<file path="src/curve_linear_interpolator_core_assert.svh">
// Assertion macros shared by the curve interpolator RTL.
// Expects clk and arst_n in the scope of the including module.
`ifndef CURVE_LINEAR_INTERPOLATOR_CORE_ASSERT_SVH
`define CURVE_LINEAR_INTERPOLATOR_CORE_ASSERT_SVH

// Check consequent in the same cycle as the antecedent.
`define CRVI_ASSERT_NOW(lbl, ante, cons, msg) \
	lbl: assert property (@(posedge clk) disable iff (!arst_n) (ante) |-> (cons)) \
		else $error(msg);

// Check consequent in the cycle after the antecedent.
`define CRVI_ASSERT_NEXT(lbl, ante, cons, msg) \
	lbl: assert property (@(posedge clk) disable iff (!arst_n) (ante) |=> (cons)) \
		else $error(msg);

`endif

</file>
<file path="src/crvi_ram.sv">
// Generic single-port-write, single-port-read RAM with registered read.
// No dependencies.
`timescale 1ns / 1ps

module crvi_ram #(
	parameter int WIDTH = 8,
	parameter int DEPTH = 16
) (
	input  logic                     clk,
	input  logic                     we,
	input  logic [$clog2(DEPTH)-1:0] waddr,
	input  logic [WIDTH-1:0]         wdata,
	input  logic                     re,
	input  logic [$clog2(DEPTH)-1:0] raddr,
	output logic [WIDTH-1:0]         rdata
);

	logic [WIDTH-1:0] mem [DEPTH];

	always_ff @(posedge clk) begin
		if (we) begin
			mem[waddr] <= wdata;
		end
		if (re) begin
			rdata <= mem[raddr];
		end
	end

endmodule

</file>
<file path="config.mk">
export PLATFORM = sky130hd
export DESIGN_NAME = crvi_ram
export DESIGN_NICKNAME = d
export VERILOG_FILES = /design/src/curve_linear_interpolator_core_assert.svh /design/src/crvi_ram.sv
export SDC_FILE = /design/constraint.sdc
export NUM_CORES = 1
export LEC_CHECK = 0
export ABC_AREA = 1
export BUFFER_PORTS_ARGS = -buffer_cell sky130_fd_sc_hd__buf_2
export CAP_MARGIN = 25
export CELL_PAD_IN_SITES_DETAIL_PLACEMENT = 1
export CELL_PAD_IN_SITES_GLOBAL_PLACEMENT = 2
export CORE_ASPECT_RATIO = 0.6
export CORE_MARGIN = 2
export CORE_UTILIZATION = 30
export DETAILED_ROUTE_END_ITERATION = 6
export PLACE_DENSITY = 0.71
export SYNTH_ARGS = -nofsm -noshare
export SYNTH_HDL_FRONTEND = slang
export SYNTH_SLANG_ARGS = --single-unit
export TNS_END_PERCENT = 30
</file>
<file path="constraint.sdc">
create_clock -name clk -period 1.4 [get_ports clk]
set_clock_uncertainty 0.05 [all_clocks]
set_input_delay 0.07 -clock clk [delete_from_list [all_inputs] [get_ports clk]]
set_output_delay 0.07 -clock clk [all_outputs]
set_load 0.05 [all_outputs]
</file>
==> run_results.csv <==
group,metric,value,unit
timing,tightest_slew,0.453,ns
global_routing,grt_pass1_vias,4109,
worst_hold_path,worst_hold_startpoint,"wdata[6]",
clock_network,cts.sinks,136,
setup_path,cp_slowest_cell,"edfxtp_1",
route,drt-initial-drc-count,274,
global_routing,grt_max_degree,55,
clock_network,cts_made_buffers,17,
setup_path,critical_path_class,"flop to flop",
place,postPlaceCellArea,6430,um^2
final_layout,final_cell_mix,"173 x nand2_1, 136 x edfxtp_1, 100 x inv_1",
die,initial_core_util,30.6,%
power_and_ir_drop,switching_power,2.31,mW
global_routing,grt_overflow,0,
timing,setup_viol,0,
place,pre_cts_ws,-0.0897,ns
die,fp.dieW,184,um
route,wl_per_cell,19.0,um
setup_path,reg2reg_slack,0.13,ns
yosys,netlist_area,5850,um^2
route,vias,3973,
die,ios,27,
power_and_ir_drop,total_power,9.71,mW
power_and_ir_drop,ir_drop,0.000783,V
yosys,synth_nets,570,
setup_path,end_kind,"flop",
final_layout,stdcell_count,883,
yosys,seq_area_frac_synth,69.8,%
timing,relSlewSlack,69.8,%
status,status,"completed",
global_routing,antenna_found_initial,0,
power_and_ir_drop,swShare,23.8,%
timing,hold_viol,0,
setup_path,cpMostUsedCell,"nand3_1",
clock_network,clockBufferDepth,2,
job,maxCapViolCount,0,
die,core,19100,um^2
place,portBuffers,26,
clock_network,post_cts_resized,0,
setup_path,required,1.51,ns
yosys,synth-seq-cells,136,
power_and_ir_drop,p_leak,2.98,nW
setup_path,worstPathCellList,"inv_1 > nand2_1 > nand3_1 > nand3_1 > nand3_1 > nand2_1",
place,dp.cells,850,
setup_path,start_kind,"flop",
timing,holdWs,0.0386,ns
setup_path,r2r-end,"rdata[5]",
route,drt_pass1_iterations,6,
timing,layout_setup_ws,0.133,ns
final_layout,diodes,0,
power_and_ir_drop,powerDensity,1380,nW/um^2
yosys,ys_warn_count,0,
global_routing,grt_pass1_wl,26.0,mm
route,via_per_inst,4.50,
worst_hold_path,whs_path_depth,1,
yosys,syn_area_per_cell,10.6,um^2
die,rows,39,
timing,period_share,90.5,%
die,die_area,20700,um^2
clock_network,cts_tree,"built",
clock_network,clk_latency,0.42,ns
clock_network,h-tree-depth,4,
yosys,yosys.cell_types.count,11,
yosys,synthCells,551,
final_layout,synthToLayoutAreaGrowth,20.0,%
setup_path,critPathMaxFanout,1,
power_and_ir_drop,clock_power_share,45.3,%
clock_network,cts_root_buffer,"clkbuf_16",
route,drc,0,
global_routing,track_usage,17.5,%
setup_path,critical_path_arrival,1.38,ns
final_layout,drive_gt1_share,14.3,%
worst_hold_path,holdPathEnd,"mem[2][6]",
power_and_ir_drop,internal_power,7.40,mW
timing,rsz0062_at_grt,"no",
timing,tns,0,ns
worst_hold_path,hp-class,"primary input to flop",
final_layout,final_nets,623,
clock_network,clk_pin_slew,0.06,ns
setup_path,r2r_start,"mem[7][5]",
timing,fmax,0.789,GHz
timing,post-route-min-period,1.27,ns
final_layout,post-route-util,36.8,%
setup_path,r2r_cells,6,
timing,drv_slew,0,
setup_path,cp_slowest_stage_delay,0.36,ns
die,die_h,112,um
route,route.antenna.remaining_nets,0,
final_layout,finalInstanceArea,7010,um^2
route,routed_wl,16.7,mm
power_and_ir_drop,power_frac_comb,7.1,%
place,hpwl,11.1,mm
power_and_ir_drop,p_seq_share,47.6,%
final_layout,final_common_cell,"nand2_1",
place,place.gp.congestion,0.795,
final cells by class:
cell class / instances / area (um^2)
clock buffers: 18 / 429
fillers: 2128 / 12100
multi-input cells: 289 / 1210
repair buffers: 58 / 423
flip-flops and latches: 136 / 4080
inverters: 102 / 383
well taps: 266 / 333
clock inverters: 14 / 149
power groups by stage:
stage | clock [mW] | sequential [mW] | combinational, mW
floorplan | 0 | 4.76 | 0.322
global placement | 0 | 4.70 | 0.682
detailed placement | 0 | 4.71 | 0.696
CTS | 4.46 | 4.62 | 0.700
global route | 4.65 | 4.63 | 0.766
finish | 4.40 | 4.62 | 0.690
worst max path at each step:
stage                 endpoint  slack (ns)  cells past startpoint       from
floorplan           mem[10][0]        0.33                      2   waddr[2]
global placement      rdata[4]       -0.07                      7   raddr[1]
detailed placement    rdata[5]       -0.09                      7   raddr[1]
CTS                   rdata[5]        0.14                      1   rdata[5]
global route          rdata[4]        0.06                      6  mem[5][4]
finish                rdata[5]        0.13                      6  mem[7][5]
critical path, delay by kind of cell (launching register included):
kind          cells  cell delay, ns
flops             1            0.36
simple gates      5            0.54
buf+inv           1            0.06
per-layer routing:
layer | GRT usage (%) | wire length [um] | vias to the layer above
li1 | - | - | 1889
met1 | 27.3 | 8760 | 1989
met2 | 24.4 | 6970 | 83
met3 | 4.09 | 898 | 12
met4 | 4.32 | 127 | 0
met5 | 0 | 0 | -
cell usage after synthesis:
cell	number	area, um^2
edfxtp_1	136	4080
nand3b_1	2	15.0
nand2_1	173	649
buf_4	4	30.0
nor2_1	17	63.8
inv_2	2	7.51
buf_6	6	67.6
inv_1	100	375
nand3_1	97	485
buf_2	13	65.1
buf_1	1	3.75
kinds of logic (layout without fill, tap and decap cells):
group / after synthesis / count (layout) / share of synthesized area [%]
DFF: 136 / 136 / 69.8
buffers and inverters: 126 / 192 / 9.39
and+or+nand+nor: 289 / 289 / 20.8
flip-flops by register name (all words and copies together) (netlist names):
| name | cells |
|---|---|
| rdata | 8 |
| mem | 128 |
timing repair:
item,in CTS,in global routing
setup buffers,0,0
endpoints found under the hold margin,8,0
hold buffers,1,0
(Power assumes the default switching activity.)
