## src/curve_linear_interpolator_core_assert.svh

```systemverilog
// Assertion macros shared by the curve interpolator RTL.
// Expects clk and arst_n in the scope of the including module.
`ifndef CURVE_LINEAR_INTERPOLATOR_CORE_ASSERT_SVH
`define CURVE_LINEAR_INTERPOLATOR_CORE_ASSERT_SVH

// Check consequent in the same cycle as the antecedent.
`define CRVI_ASSERT_NOW(lbl, ante, cons, msg) \
	lbl: assert property (@(posedge clk) disable iff (!arst_n) (ante) |-> (cons)) \
		else $error(msg);

// Check consequent in the cycle after the antecedent.
`define CRVI_ASSERT_NEXT(lbl, ante, cons, msg) \
	lbl: assert property (@(posedge clk) disable iff (!arst_n) (ante) |=> (cons)) \
		else $error(msg);

`endif

```

## src/crvi_pkg.sv

```systemverilog
// Package for the curve interpolator: word types, codes and widths.
// No dependencies; used by crvi_div and the interpolator core.
`timescale 1ns / 1ps

package crvi_pkg;

	localparam int TIME_W     = 24;
	localparam int VAL_W      = 32;
	localparam int FUNC_W     = 2;
	localparam int STATUS_W   = 3;
	localparam int CFG_IDX_W  = 1;
	localparam int ENTRY_W    = TIME_W + VAL_W;
	localparam int MAX_POINTS_DEF = 128;

	// divider: |T - ta| * |vb - va| over |tb - ta|
	localparam int NUM_W      = TIME_W + VAL_W;
	localparam int DEN_W      = TIME_W;
	localparam int DIV_STEPS  = 2;
	localparam int DIV_ITER   = NUM_W / DIV_STEPS;
	localparam int DIV_CNT_W  = $clog2(DIV_ITER);

	localparam logic [FUNC_W-1:0] FUNC_CLEAR  = 2'd0;
	localparam logic [FUNC_W-1:0] FUNC_APPEND = 2'd1;
	localparam logic [FUNC_W-1:0] FUNC_QUERY  = 2'd2;

	localparam logic [STATUS_W-1:0] ST_OK      = 3'd0;
	localparam logic [STATUS_W-1:0] ST_EMPTY   = 3'd1;
	localparam logic [STATUS_W-1:0] ST_FEW     = 3'd2;
	localparam logic [STATUS_W-1:0] ST_ZEROSEG = 3'd3;
	localparam logic [STATUS_W-1:0] ST_FULL    = 3'd4;

	localparam logic [CFG_IDX_W-1:0] CFG_ZERO_TIME = 1'b0;
	localparam logic [CFG_IDX_W-1:0] CFG_ANCHOR    = 1'b1;

	localparam logic signed [VAL_W-1:0] VAL_ONE = 32'sh1000_0000;
	localparam logic signed [VAL_W-1:0] VAL_MAX = 32'sh7FFF_FFFF;
	localparam logic signed [VAL_W-1:0] VAL_MIN = 32'sh8000_0000;

	typedef struct packed {
		logic [FUNC_W-1:0]        func;
		logic [TIME_W-1:0]        time_years;
		logic signed [VAL_W-1:0]  point_value;
	} in_word_t;

	typedef struct packed {
		logic signed [VAL_W-1:0]  result_value;
		logic [STATUS_W-1:0]      status;
	} out_word_t;

endpackage

```

## src/crvi_div.sv

```systemverilog
// Unsigned restoring divider, two quotient bits per cycle.
// Depends on crvi_pkg for operand widths.
`timescale 1ns / 1ps

module crvi_div (
	input  logic                       clk,
	input  logic                       arst_n,
	input  logic                       start,
	input  logic [crvi_pkg::NUM_W-1:0] dividend,
	input  logic [crvi_pkg::DEN_W-1:0] divisor,
	output logic                       done,
	output logic [crvi_pkg::NUM_W-1:0] quotient
);

	logic                           run_q;
	logic                           done_q;
	logic [crvi_pkg::DIV_CNT_W-1:0] cnt_q;
	logic [crvi_pkg::NUM_W-1:0]     qd_q;
	logic [crvi_pkg::DEN_W-1:0]     rem_q;
	logic [crvi_pkg::DEN_W-1:0]     dvs_q;

	logic [crvi_pkg::NUM_W-1:0]     qd_d;
	logic [crvi_pkg::DEN_W-1:0]     rem_d;
	logic [crvi_pkg::DEN_W:0]       part;
	logic                           last;

	always_comb begin
		qd_d  = qd_q;
		rem_d = rem_q;
		part  = '0;
		for (int k = 0; k < crvi_pkg::DIV_STEPS; k++) begin
			part = {rem_d, qd_d[crvi_pkg::NUM_W-1]};
			qd_d = {qd_d[crvi_pkg::NUM_W-2:0], 1'b0};
			if (part >= {1'b0, dvs_q}) begin
				part    = part - {1'b0, dvs_q};
				qd_d[0] = 1'b1;
			end
			rem_d = part[crvi_pkg::DEN_W-1:0];
		end
	end

	assign last = (cnt_q == crvi_pkg::DIV_CNT_W'(crvi_pkg::DIV_ITER - 1));

	always_ff @(posedge clk or negedge arst_n) begin
		if (!arst_n) begin
			run_q  <= 1'b0;
			done_q <= 1'b0;
			cnt_q  <= '0;
		end else begin
			done_q <= 1'b0;
			if (start) begin
				run_q <= 1'b1;
				cnt_q <= '0;
			end else if (run_q) begin
				cnt_q <= cnt_q + 1'b1;
				if (last) begin
					run_q  <= 1'b0;
					done_q <= 1'b1;
				end
			end
		end
	end

	always_ff @(posedge clk) begin
		if (start) begin
			qd_q  <= dividend;
			rem_q <= '0;
			dvs_q <= divisor;
		end else if (run_q) begin
			qd_q  <= qd_d;
			rem_q <= rem_d;
		end
	end

	assign done     = done_q;
	assign quotient = qd_q;

endmodule

```

## config.mk

```make
export PLATFORM = sky130hd
export DESIGN_NAME = crvi_div
export DESIGN_NICKNAME = d
export VERILOG_FILES = /design/src/curve_linear_interpolator_core_assert.svh /design/src/crvi_pkg.sv /design/src/crvi_div.sv
export SDC_FILE = /design/constraint.sdc
export NUM_CORES = 1
export LEC_CHECK = 0
export ABC_AREA = 1
export BUFFER_PORTS_ARGS = -buffer_cell sky130_fd_sc_hd__buf_2
export CELL_PAD_IN_SITES_DETAIL_PLACEMENT = 2
export CELL_PAD_IN_SITES_GLOBAL_PLACEMENT = 2
export CORE_UTILIZATION = 29
export CTS_BUF_LIST = sky130_fd_sc_hd__clkbuf_8
export DETAILED_ROUTE_END_ITERATION = 8
export PLACE_DENSITY_LB_ADDON = 0.25
export SETUP_SLACK_MARGIN = 0.4
export SYNTH_ARGS = -nofsm -noshare
export SYNTH_HDL_FRONTEND = slang
export SYNTH_SLANG_ARGS = --single-unit
```

## constraint.sdc

```tcl
create_clock -name clk -period 3.3 [get_ports clk]
set_clock_uncertainty 0.05 [all_clocks]
set_input_delay 0.33 -clock clk [delete_from_list [all_inputs] [get_ports clk]]
set_output_delay 0.33 -clock clk [all_outputs]
set_load 0.01 [all_outputs]
```

==> impl_metrics.env <==
export IMPL_outcome="complete, but fails checks"
export IMPL_failed_checks="negative setup slack"
export IMPL_cts_buffer_depth=2
export IMPL_drcViolationCount=0
export IMPL_synth_simple_area_share_pct=36.3
export IMPL_synth_yosys_seq_area_share_pct=37.4
export IMPL_max_cap_viol_count=0
export IMPL_num_rows=61
export IMPL_core_area_mm2=0.0278
export IMPL_grt_max_degree=51
export IMPL_relSlewSlack_pct=50.2
export IMPL_slew_violations=0
export IMPL_arrival_ns=5.07
export IMPL_synth_adder_area_share_pct=7.98
export IMPL_initial_utilization_pct=29.5
export IMPL_design_area_mm2=0.0139
export IMPL_synthMuxAreaShare_pct=0
export IMPL_drt_iter0_drc=873
export IMPL_path_class="reg -> reg"
export IMPL_postSynthCellCount=1195
export IMPL_min_period_over_period_pct=145
export IMPL_synth_top_family_by_area="simple AND/OR/NAND/NOR gates"
export IMPL_synth_xor_area_share_pct=2.89
export IMPL_grt_pass1_wl_um=78900
export IMPL_max_stage_delay_ns=0.48
export IMPL_clkTransAtPathRegs_ns=0.15
export IMPL_syn_area_mm2=0.00818
export IMPL_port_buffers=139
export IMPL_ios=140
export IMPL_htreeDepth=3
export IMPL_final_setup_tns_ns=-35.71
export IMPL_final_util_pct=50.1
export IMPL_avgSynthCellArea_um2=6.85
export IMPL_wirelength_um=65700
export IMPL_rsz0062_at_grt="true"
export IMPL_drtPass1Iterations=5
export IMPL_synth_edff_count=80
export IMPL_dieArea_mm2=0.0289
export IMPL_path_delay_family="simple AND/OR/NAND/NOR gates"
export IMPL_synth_async_reset_ratio_pct=6.31
export IMPL_cp_common_cell="nand2_4"
export IMPL_area_growth_syn_to_layout_pct=70.1
export IMPL_cts_root_buf="clkbuf_8"
export IMPL_ys_flop_type="edfxtp_1"
export IMPL_dp_hpwl_um=31800
export IMPL_slowest_stage="edfxtp_1"
export IMPL_layout_nets=1763
export IMPL_finalSetupViolCount=25
export IMPL_wire_per_inst_um=32.6
export IMPL_clock_sinks=111
export IMPL_die_w_um=170
export IMPL_track_usage_pct=37.5
export IMPL_overflow=0
export IMPL_grt_pass1_vias=12300
export IMPL_synth_seq_cells=111
export IMPL_hold_class="in -> reg"
export IMPL_syn_nets=1329
export IMPL_ys_warn_count=0
export IMPL_end_kind="flop"
export IMPL_cts_buffers=9
export IMPL_critPathBufInv=8
export IMPL_vias=11200
export IMPL_die_h_um=170
export IMPL_tritoncts="done"
export IMPL_path_max_fanout=6
export IMPL_placed_area_mm2=0.0115
export IMPL_detail_route_antenna_nets=0
export IMPL_synthDistinctLibCells=38
export IMPL_ys_top_cells_by_count="nand2_1 (506), inv_1 (191), nand3_1 (95), edfxtp_1 (80), nor2_1 (54)"
export IMPL_drive_gt1_share_pct=50.0
export IMPL_synth_compound_area_share_pct=4.80
export IMPL_cp_required_ns=3.60
export IMPL_antenna_found_initial=3
export IMPL_crit_path_start_kind="flop"
export IMPL_worst_slack_ns=-1.48
export IMPL_yosys_area_top_type="edfxtp_1"
export IMPL_worst_slew_pin_slew_ns=0.748
export IMPL_synth_top_area_share_pct=29.4
export IMPL_synth_area_leaders="edfxtp_1 (29%), nand2_1 (23%), inv_1 (8.8%), ha_1 (7.5%), dfxtp_1 (5.9%)"
export IMPL_fin_crit_ns=4.78
export IMPL_gp_congestion=0.853
export IMPL_viasPerCell=5.57
export IMPL_hold_violations=0
export IMPL_yosysMostFrequentCell="nand2_1"
export IMPL_clock_latency_ns=0.45
export IMPL_max_freq_ghz=0.209
export IMPL_fillCellCount=3138
-- logic make-up after synthesis --
logic type / Yosys count
AO/OA/AOI/OAI: 75
adder cells (fa/ha/maj): 51
buffers and inverters: 221
flip-flops: 111
XOR/XNOR: 27
AND/OR/NAND/NOR: 710
-- path summary, 6_finish.rpt --
kind / startpoint / to / slack (ns) / cells after the start
min in group asynchronous: arst_n / run_q$_DFF_PN0_ / 0.22 / 2
worst min-delay path: divisor[9] / dvs_q[9]$_DFFE_PP_ / 0.004 / 1
worst max register to register: dvs_q[4]$_DFFE_PP_ / rem_q[17]$_SDFFE_PP0P_ / -1.48 / 30
max in group asynchronous: arst_n / done$_DFF_PN0_ / 2.77 / 2
worst max-delay path: dvs_q[4]$_DFFE_PP_ / rem_q[17]$_SDFFE_PP0P_ / -1.48 / 30
worst min register to register: quotient[24]$_DFFE_PP_ / quotient[26]$_DFFE_PP_ / 0.52 / 2
-- placed cells by master, fill, tap and decap left out, drive strengths merged --
| master | n |
|---|---|
| ha | 49 |
| a31oi | 2 |
| a21o | 4 |
| nand2 | 513 |
| clkbuf | 10 |
| xor2 | 7 |
| xnor2 | 20 |
| or2 | 2 |
| inv | 196 |
| diode | 3 |
| buf | 444 |
| clkinv | 4 |
| nand3 | 102 |
| and2 | 3 |
| clkinvlp | 1 |
| a22oi | 1 |
| edfxtp | 80 |
| dlygate4sd3 | 1 |
| nor2 | 65 |
| nor3 | 6 |
| nand4 | 17 |
| nor4 | 5 |
| a211oi | 1 |
| fa | 2 |
| nand3b | 1 |
| dfrtp | 7 |
| a21oi | 43 |
| dfxtp | 24 |
| o21ai | 24 |
-- area by class of cell --
type / instances / area [um^2] / share of cell area [%]
multi-input combinational: 867 / 6090 / 43.8
timing repair buffer: 446 / 3300 / 23.7
inverter: 194 / 766 / 5.50
antenna: 3 / 7.51 / 0.0539
sequential: 111 / 3060 / 22.0
tap: 378 / 473 / 3.40
clock buffer: 9 / 124 / 0.890
clock inverter: 7 / 95.1 / 0.683
-- through the flow --
step / instances / hold WS (ns) / setup WS [ns]
floorplan: 1195 / -0.0156 / 0.0455
global placement: 1915 / 0.124 / -0.764
detailed placement: 1915 / 0.135 / -1.05
CTS: 1979 / 0.0156 / -0.607
global route: 2012 / -0.00167 / -1.46
finish: 2015 / 0.00431 / -1.48
-- what timing repair did --
item / 4_1_cts / 5_1_grt
setup endpoints to repair: 25 / 26
gates cloned: 9 / 1
endpoints found under the hold margin: 7 / 0
pin swaps: 54 / 86
resized for setup: 205 / 154
setup buffers: 38 / 32
hold buffers: 1 / 0
-- metal layers --
metal,part of all wire (%),up-vias,global-route usage (%),routed length [um]
li1,-,4631,-,-
met1,37,5656,39.6,24200
met2,48,649,67.9,31400
met3,7.9,281,7.81,5170
met4,7.7,0,23.1,5060
met5,0,-,0,0
-- registers in the layout, indices dropped and copies added (netlist names) --
| name | count |
|---|---|
| rem_q | 24 |
| done | 1 |
| cnt_q | 5 |
| quotient | 56 |
| run_q | 1 |
| dvs_q | 24 |
-- worst register-to-register path, delay by kind of cell (launching register included) --
kind | cells | cell delay, ns
AND/OR/NAND/NOR | 19 | 2.37
buffers and inverters | 8 | 1.11
adder cells (fa/ha/maj) | 2 | 0.58
flip-flops | 1 | 0.48
AO/OA/AOI/OAI | 1 | 0.10
Power is left out: the tool's default activity adds up to more than one toggle a clock period on the data nets, which glitch-free logic cannot reach.
